## config.mk

```make
export PLATFORM = sky130hd
export DESIGN_NAME = ultrasonic_ping_range_controller
export DESIGN_NICKNAME = d
export VERILOG_FILES = /design/src/rtl/uprc_pkg.sv /design/src/rtl/uprc_div.sv /design/src/rtl/ultrasonic_ping_range_controller.sv
export SDC_FILE = /design/constraint.sdc
export NUM_CORES = 2
export LEC_CHECK = 0
export BUFFER_PORTS_ARGS = -buffer_cell sky130_fd_sc_hd__buf_4
export CAP_MARGIN = 20
export CORE_MARGIN = 2
export CORE_UTILIZATION = 30
export DETAILED_ROUTE_END_ITERATION = 6
export SYNTH_ARGS = -nofsm -noshare
export SYNTH_HDL_FRONTEND = slang
export SYNTH_SLANG_ARGS = --single-unit
export TNS_END_PERCENT = 1
```

## constraint.sdc

```tcl
create_clock -name clk -period 22.4 [get_ports clk]
set_input_delay 3.36 -clock clk [delete_from_list [all_inputs] [get_ports clk]]
set_output_delay 3.36 -clock clk [all_outputs]
set_load 0.1 [all_outputs]
```

## src/rtl/uprc_pkg.sv

```systemverilog
`default_nettype none

package uprc_pkg;

  // Register indexes on the configuration port.
  localparam int CFG_ADDR_W = 1;
  localparam logic [CFG_ADDR_W-1:0] REG_PING_RATE    = 1'b0;
  localparam logic [CFG_ADDR_W-1:0] REG_RANGE_ENABLE = 1'b1;

  // Field widths.
  localparam int RATE_W   = 6;
  localparam int TIME_W   = 32;
  localparam int LINK_W   = 2;
  localparam int RANGE_W  = 14;
  localparam int CFG_W    = RATE_W;
  localparam int IN_DW    = 2 * TIME_W;
  localparam int OUT_DW   = 24;

  // Link status codes.
  localparam logic [LINK_W-1:0] LINK_NONE = 2'd0;
  localparam logic [LINK_W-1:0] LINK_UP   = 2'd1;
  localparam logic [LINK_W-1:0] LINK_LOST = 2'd2;

  // Input kinds carried on tuser.
  localparam logic CMD_EDGE   = 1'b0;
  localparam logic CMD_UPDATE = 1'b1;

  // Timing constants in milliseconds.
  localparam logic [TIME_W-1:0] REPLY_TIMEOUT_MS = 32'd500;
  localparam logic [TIME_W-1:0] PING_TIMEOUT     = 32'd100;

  // Range conversion constants.
  localparam logic [RATE_W-1:0]  US_PER_CM     = 6'd58;
  localparam logic [15:0]        RANGE_LO_CM   = 16'd15;
  localparam logic [15:0]        RANGE_HI_CM   = 16'd60;
  localparam logic [RATE_W-1:0]  LOW_LIMIT_CM  = 6'd20;
  localparam logic [RANGE_W-1:0] OUT_LOW_CODE  = 14'd1;
  localparam logic [RANGE_W-1:0] OUT_HIGH_CODE = 14'd9999;

  // The echo width over 58 is half the width over 29. The reciprocal of 29
  // scaled by 2^36 and rounded up gives the exact quotient for any 31-bit
  // half width after a right shift by 36.
  localparam logic [TIME_W-1:0] CM_RECIP = 32'd2369637129;
  localparam int                CM_SHIFT = 36;

  // Ping interval numerator: 1000 ms over pings per second.
  localparam int RATE_NUM   = 1000;
  localparam int RATE_NUM_W = $clog2(RATE_NUM + 1);

  // Serial divider: one quotient bit per cycle.
  localparam int DIV_W      = TIME_W;
  localparam int DIV_STEP_W = $clog2(DIV_W + 1);

  typedef struct packed {
    logic                  start;
    logic [DIV_STEP_W-1:0] steps;
  } div_req_t;

endpackage

`default_nettype wire

```

## src/rtl/uprc_div.sv

```systemverilog
`default_nettype none

// Restoring serial divider with a narrow divisor. The dividend is taken
// MSB first; after the requested number of steps the quotient sits in the
// low bits of the shift register.
module uprc_div (
  input  wire logic                        clk,
  input  wire logic                        rst_n,
  input  wire uprc_pkg::div_req_t          req,
  input  wire logic [uprc_pkg::DIV_W-1:0]  dividend,
  input  wire logic [uprc_pkg::RATE_W-1:0] divisor,
  output logic                             done,
  output logic [uprc_pkg::DIV_W-1:0]       quotient
);
  import uprc_pkg::*;

  logic [DIV_STEP_W-1:0] cnt_r;
  logic                  done_r;
  logic [DIV_W-1:0]      quo_r;
  logic [DIV_W-1:0]      quo_nxt;
  logic [RATE_W-1:0]     rem_r;
  logic [RATE_W-1:0]     rem_nxt;
  logic [RATE_W:0]       rem_sh;
  logic                  ge;

  // One trial subtraction per cycle.
  always_comb begin
    rem_sh  = {rem_r, quo_r[DIV_W-1]};
    ge      = (rem_sh >= {1'b0, divisor});
    rem_nxt = ge ? RATE_W'(rem_sh - {1'b0, divisor}) : rem_sh[RATE_W-1:0];
    quo_nxt = {quo_r[DIV_W-2:0], ge};
  end

  // Step counter and completion pulse.
  always_ff @(posedge clk) begin
    if (!rst_n) begin
      cnt_r  <= '0;
      done_r <= 1'b0;
    end else begin
      done_r <= 1'b0;
      if (req.start) begin
        cnt_r <= req.steps;
      end else if (cnt_r != '0) begin
        cnt_r <= cnt_r - 1'b1;
        if (cnt_r == DIV_STEP_W'(1)) begin
          done_r <= 1'b1;
        end
      end
    end
  end

  // Partial remainder and quotient shift register.
  always_ff @(posedge clk) begin
    if (req.start) begin
      quo_r <= dividend;
      rem_r <= '0;
    end else if (cnt_r != '0) begin
      quo_r <= quo_nxt;
      rem_r <= rem_nxt;
    end
  end

  assign done     = done_r;
  assign quotient = quo_r;

endmodule

`default_nettype wire

```

## src/rtl/ultrasonic_ping_range_controller.sv

```systemverilog
`default_nettype none

// Channel   Direction  Handshake            Payload
// in_       slave      in_tvalid/in_tready  tdata: edge_time_us, now_ms; tuser: cmd
// out_      master     out_tvalid/out_tready tdata: link_status, range_cm,
//                                            range_updated, ping_fire
// cfg_      write only cfg_we               cfg_addr, cfg_wdata
//
// An echo edge word or a disabled update goes from idle to the push state,
// which loads the output register and returns to idle for the next word.
// An enabled update runs the silence check, or the multiply and range steps
// when it consumes an echo, then the divider, two ping checks and the push.
// The echo width over 58 is one registered multiply by a reciprocal, and the
// one-bit-per-cycle divider runs 10 steps for ping interval 1000 over ping_rate.
// Synchronous reset on rst_n low clears ranging state, not scratch or out_tdata.
// in_tready is high only while the sequencer is idle; a result waits in the
// output register while the next word is accepted, and the sequencer stalls
// with the following result until out_tready takes the waiting one.
module ultrasonic_ping_range_controller (
  input  wire logic                            clk,
  input  wire logic                            rst_n,
  // Input channel.
  input  wire logic                            in_tvalid,
  output logic                                 in_tready,
  input  wire logic [uprc_pkg::IN_DW-1:0]      in_tdata,  // edge_time_us, now_ms
  input  wire logic                            in_tuser,  // cmd
  // Result channel.
  output logic                                 out_tvalid,
  input  wire logic                            out_tready,
  // link_status, range_cm, range_updated, ping_fire, zero fill
  output logic [uprc_pkg::OUT_DW-1:0]          out_tdata,
  // Configuration port.
  input  wire logic                            cfg_we,
  input  wire logic [uprc_pkg::CFG_ADDR_W-1:0] cfg_addr,
  input  wire logic [uprc_pkg::CFG_W-1:0]      cfg_wdata
);
  import uprc_pkg::*;

  typedef enum logic [3:0] {
    S_IDLE,
    S_TMO,
    S_WMUL,
    S_RNG,
    S_RSTART,
    S_RDIV,
    S_PC1,
    S_PC2,
    S_PUSH
  } state_t;

  localparam logic [DIV_W-1:0] RATE_DIVIDEND =
    DIV_W'(RATE_NUM) << (DIV_W - RATE_NUM_W);

  state_t              state_r;
  logic [RATE_W-1:0]   ping_rate_r;
  logic                range_en_r;
  logic                echo_high_r;
  logic                echo_pending_r;
  logic [TIME_W-1:0]   rise_r;
  logic [TIME_W-1:0]   fall_r;
  logic [TIME_W-1:0]   last_ping_r;
  logic [TIME_W-1:0]   last_reply_r;
  logic [LINK_W-1:0]   link_r;
  logic [RATE_W-1:0]   prior_r;
  logic [RANGE_W-1:0]  held_r;
  logic                upd_r;
  logic                fire_r;
  logic                out_tvalid_r;
  logic [OUT_DW-1:0]   out_tdata_r;
  logic [TIME_W-1:0]   now_r;
  logic [TIME_W-1:0]   width_r;
  logic                late_r;
  logic [15:0]         cm16_r;

  logic [TIME_W-1:0]   in_edge;
  logic [TIME_W-1:0]   in_now;
  logic                in_fire;
  logic                enabled;
  logic                out_free;

  div_req_t            div_req;
  logic [DIV_W-1:0]    div_dividend;
  logic [RATE_W-1:0]   div_divisor;
  logic                div_done;
  logic [DIV_W-1:0]    div_q;
  logic [2*TIME_W-2:0] cm_prod;
  logic                cm_ok;

  assign in_edge   = in_tdata[TIME_W-1:0];
  assign in_now    = in_tdata[IN_DW-1:TIME_W];
  assign in_tready = (state_r == S_IDLE);
  assign in_fire   = in_tvalid && in_tready;
  assign enabled   = (ping_rate_r != '0) && range_en_r;
  assign out_free  = !out_tvalid_r || out_tready;

  // Divider request: 1000 over the ping rate.
  always_comb begin
    div_req.start = (state_r == S_RSTART);
    div_req.steps = DIV_STEP_W'(RATE_NUM_W);
  end

  assign div_dividend = RATE_DIVIDEND;
  assign div_divisor  = ping_rate_r;

  uprc_div u_div (
    .clk      (clk),
    .rst_n    (rst_n),
    .req      (div_req),
    .dividend (div_dividend),
    .divisor  (div_divisor),
    .done     (div_done),
    .quotient (div_q)
  );

  // Echo width over 58: the half width times the scaled reciprocal of 29,
  // a 31 by 32 bit product.
  assign cm_prod = (2*TIME_W-1)'(width_r[TIME_W-1:1]) * (2*TIME_W-1)'(CM_RECIP);

  // Range test on the truncated quotient.
  assign cm_ok = (cm16_r >= RANGE_LO_CM) && (cm16_r <= RANGE_HI_CM);

  // Configuration registers.
  always_ff @(posedge clk) begin
    if (!rst_n) begin
      ping_rate_r <= RATE_W'(10);
      range_en_r  <= 1'b0;
    end else if (cfg_we) begin
      unique case (cfg_addr)
        REG_PING_RATE:    ping_rate_r <= cfg_wdata;
        REG_RANGE_ENABLE: range_en_r  <= cfg_wdata[0];
        default:          ;
      endcase
    end
  end

  // Sequencer, ranging state and output register.
  always_ff @(posedge clk) begin
    if (!rst_n) begin
      state_r        <= S_IDLE;
      echo_high_r    <= 1'b0;
      echo_pending_r <= 1'b0;
      rise_r         <= '0;
      fall_r         <= '0;
      last_ping_r    <= '0;
      last_reply_r   <= '0;
      link_r         <= LINK_NONE;
      prior_r        <= '0;
      held_r         <= '0;
      upd_r          <= 1'b0;
      fire_r         <= 1'b0;
      out_tvalid_r   <= 1'b0;
    end else begin
      if (out_tvalid_r && out_tready && state_r != S_PUSH) begin
        out_tvalid_r <= 1'b0;
      end
      unique case (state_r)
        S_IDLE: begin
          if (in_fire) begin
            upd_r  <= 1'b0;
            fire_r <= 1'b0;
            now_r  <= in_now;
            width_r <= fall_r - rise_r;
            if (in_tuser == CMD_EDGE) begin
              // Edges alternate between rise and fall.
              echo_high_r <= !echo_high_r;
              if (!echo_high_r) begin
                rise_r <= in_edge;
              end else begin
                fall_r         <= in_edge;
                echo_pending_r <= 1'b1;
              end
              state_r <= S_PUSH;
            end else if (!enabled) begin
              link_r  <= LINK_NONE;
              held_r  <= '0;
              state_r <= S_PUSH;
            end else if (echo_pending_r) begin
              state_r <= S_WMUL;
            end else begin
              state_r <= S_TMO;
            end
          end
        end
        S_TMO: begin
          // Silence check against the last reply.
          if (link_r == LINK_UP && now_r > last_reply_r + REPLY_TIMEOUT_MS) begin
            link_r <= LINK_LOST;
          end
          state_r <= S_RSTART;
        end
        S_WMUL: begin
          // Keep the low 16 bits of the quotient.
          cm16_r  <= cm_prod[CM_SHIFT+15:CM_SHIFT];
          state_r <= S_RNG;
        end
        S_RNG: begin
          // Consume the echo and map out-of-window readings.
          link_r         <= LINK_UP;
          echo_pending_r <= 1'b0;
          upd_r          <= 1'b1;
          last_reply_r   <= now_r;
          if (cm_ok) begin
            prior_r <= cm16_r[RATE_W-1:0];
            held_r  <= RANGE_W'(cm16_r);
          end else if (prior_r < LOW_LIMIT_CM) begin
            held_r <= OUT_LOW_CODE;
          end else begin
            held_r <= OUT_HIGH_CODE;
          end
          state_r <= S_RSTART;
        end
        S_RSTART: state_r <= S_RDIV;
        S_RDIV: begin
          if (div_done) begin
            state_r <= S_PC1;
          end
        end
        S_PC1: begin
          late_r  <= now_r > last_ping_r + div_q;
          state_r <= S_PC2;
        end
        S_PC2: begin
          if (late_r && (last_reply_r >= last_ping_r ||
                         now_r > last_ping_r + PING_TIMEOUT)) begin
            fire_r      <= 1'b1;
            last_ping_r <= now_r;
          end
          state_r <= S_PUSH;
        end
        S_PUSH: begin
          if (out_free) begin
            out_tvalid_r <= 1'b1;
            out_tdata_r  <= {{(OUT_DW - LINK_W - RANGE_W - 2){1'b0}},
                             fire_r, upd_r, held_r, link_r};
            state_r      <= S_IDLE;
          end
        end
        default: state_r <= S_IDLE;
      endcase
    end
  end

  assign out_tvalid = out_tvalid_r;
  assign out_tdata  = out_tdata_r;

endmodule

`default_nettype wire

```

==> results.json <==
{
  "clockBufferDepth": 3,
  "first_global_vias": 23300,
  "ios": 103,
  "crit_fanout": 10,
  "portBuffers": 96,
  "grt_use_total_pct": 16.0,
  "ys_seq_elements": 307,
  "post-route-period-util_pct": 36.9,
  "cts_buffers": 38,
  "clock_sinks": 307,
  "antenna_found_initial": 4,
  "whs_ns": 0.423,
  "rows": 118,
  "cts_tree": "yes",
  "clk_latency_ns": 0.59,
  "drc": 0,
  "post_cts_buffers": 0,
  "min_path_type": "reg -> reg",
  "ys_seq_area_share_pct": 23.0,
  "diodes": 0,
  "skew_ns": 0.0348,
  "vias": 22400,
  "setup_tns_ns": 0,
  "place.gp.congestion": 0.941,
  "post-place-cells": 4741,
  "synthToLayoutAreaGrowth_pct": 11.4,
  "cts_resized": 0,
  "slew_violations": 0,
  "endpoint_kind": "register",
  "hpwl_mm": 68.5,
  "yosysWarnings": 0,
  "clkSlewWorstSetupHoldPaths_ns": 0.06,
  "ys_async_sr_fraction_pct": 0,
  "setup_violations": 0,
  "drive_gt1_share_pct": 5.77,
  "gr-total-overflow": 0,
  "synth_area_mm2": 0.0311,
  "crit_required_ns": 22.72,
  "start_kind": "register",
  "grt_pass1_wl_mm": 132,
  "grt_max_degree": 70,
  "rsz0062_at_grt": "false",
  "drtIter0Drc": 1317,
  "slew_headroom_pct": 23.9,
  "dieArea_mm2": 0.106,
  "synth_cell_types": 68,
  "final_common_cell": "inv_1",
  "hold_viol_final": 0,
  "outcome": "completed",
  "worst_slew_pin_slew_ns": 1.13,
  "root_buffer": "clkbuf_16",
  "syn_area_per_cell_um2": 9.34,
  "wl_per_cell_um": 17.5,
  "drt-total-wl_mm": 84.1,
  "cts_hold_buf": 0,
  "fin_nets": 4324,
  "crit_slowest_cell": "fa_1",
  "synthFlopType": "dfxtp_1",
  "dr.pass1.iters": 5,
  "setup.worst_path.class": "reg -> reg",
  "max_stage_delay_ns": 0.66,
  "finalNonFillerCells": 4811,
  "worst-r2r-cell-count": 28,
  "holdPathStages": 0,
  "core_area_mm2": 0.103,
  "syn_inst": 3325,
  "drv_cap": 0,
  "h-tree-depth": 2,
  "die_w_um": 326,
  "period_needed_ns": 8.27,
  "avgViaCountPerCell": 4.66,
  "critPathArrivalTime_ns": 8.58,
  "start_util_pct": 30.1,
  "ant_nets": 0,
  "final_cell_mix": "inv_1 (647), ha_1 (503), nand2_1 (378), fa_1 (343), a21oi_1 (240)",
  "clock.fmax_ghz": 0.121,
  "synth_edf_count": 98,
  "die_h_um": 326
}
[per-stage QoR]
stage               setup WS [ns]  util [%]  instance area (µm²)
finish                      14.13      33.6                34600
CTS                         14.11      33.6                34600
global placement            14.21      32.3                33300
detailed placement          14.09      32.3                33300
floorplan                   15.08         -                31100
global route                13.59      33.6                34600
[final timing paths]
kind | start | end | slack (ns)
setup / recovery | width_r[5] | cm16_r[15] | 14.13
hold / removal | held_r[6] | out_tdata[8] | 0.42
setup reg to reg | width_r[5] | cm16_r[15] | 14.13
hold reg to reg | held_r[6] | out_tdata[8] | 0.42
[sequential cells by signal, indices dropped and copies added, names as in the netlist, 2 cells and up]
register and flops:
fall_r 32, last_ping_r 32, last_reply_r 32, now_r 32
rise_r 32, u_div.quotient 32, width_r 31, out_tdata 18
cm16_r 16, held_r 14, div_divisor 6, u_div.cnt_r 6
u_div.rem_r 6, prior_r 4, state_r 4, link_r 2
[kinds of logic after synthesis]
group,after synthesis,synth area share (%)
fa+ha+maj,846,42.4
simple gates,765,11.2
buf+inv,729,9.02
compound gates,533,10.4
flops,307,23.0
xor+xnor,139,3.92
mux,5,0.161
other cells,1,0.0121
[cells in the mapped netlist, types with 4 or more instances]
master    number  area, µm²
inv_1        647       2430
ha_1         503       6290
nand2_1      378       1420
fa_1         343       6870
a21oi_1      240       1200
dfxtp_1      209       4180
nor2_1       114        428
xnor2_1      100        876
edfxtp_1      98       2940
nand3_1       78        390
a21o_1        74        556
o21ai_0       72        360
clkbuf_1      67        251
nand4_1       50        313
xor2_1        39        342
nor2b_1       33        206
o21ai_1       26        130
nand2b_1      25        156
nor3_1        24        120
o21a_1        23        173
and3_1        18        113
a211oi_1      15        113
a31oi_1       13       81.3
nor4_1         8       50.1
o211ai_1       8       60.1
or2_2          8       50.1
buf_4          7       52.6
o21bai_1       7       52.6
and2_1         6       37.5
buf_6          5       56.3
mux2i_1        5       50.1
o31a_1         5       43.8
or3_1          5       31.3
or4_1          5       37.5
a21boi_0       4       30.0
a22oi_1        4       30.0
nor3b_1        4       30.0
o221ai_1       4       35.0
o31ai_1        4       30.0
[metal layers]
metal / global-route usage, % / wire length, µm / up-vias
met4: 4.14 / 2240 / 2
met2: 26.4 / 38800 / 481
met3: 3.41 / 5290 / 107
li1: - / - / 11000
met1: 21.3 / 37700 / 10800
met5: 0 / 13 / -
[worst max-delay path: cells and delay by family (launching register included)]
kind	cells	cell delay, ns
adders and majority gates	9	4.51
AOI/OAI and AO/OA	9	2.23
DFF	1	0.59
buffers and inverters	8	0.47
and+or+nand+nor	1	0.15
xor gates and xnor gates	1	0.08
[area by class of cell]
class	instances	area, µm²
clock buffers	50	1040
clock inverters	20	265
repair buffers	112	841
inverters	648	2430
multi-input cells	2294	21200
well taps	1380	1730
flip-flops and latches	307	7130
fillers	10700	68500
Power is not shown: default switching activity piles up to over one toggle a cycle in this logic, so the estimate is an artifact.
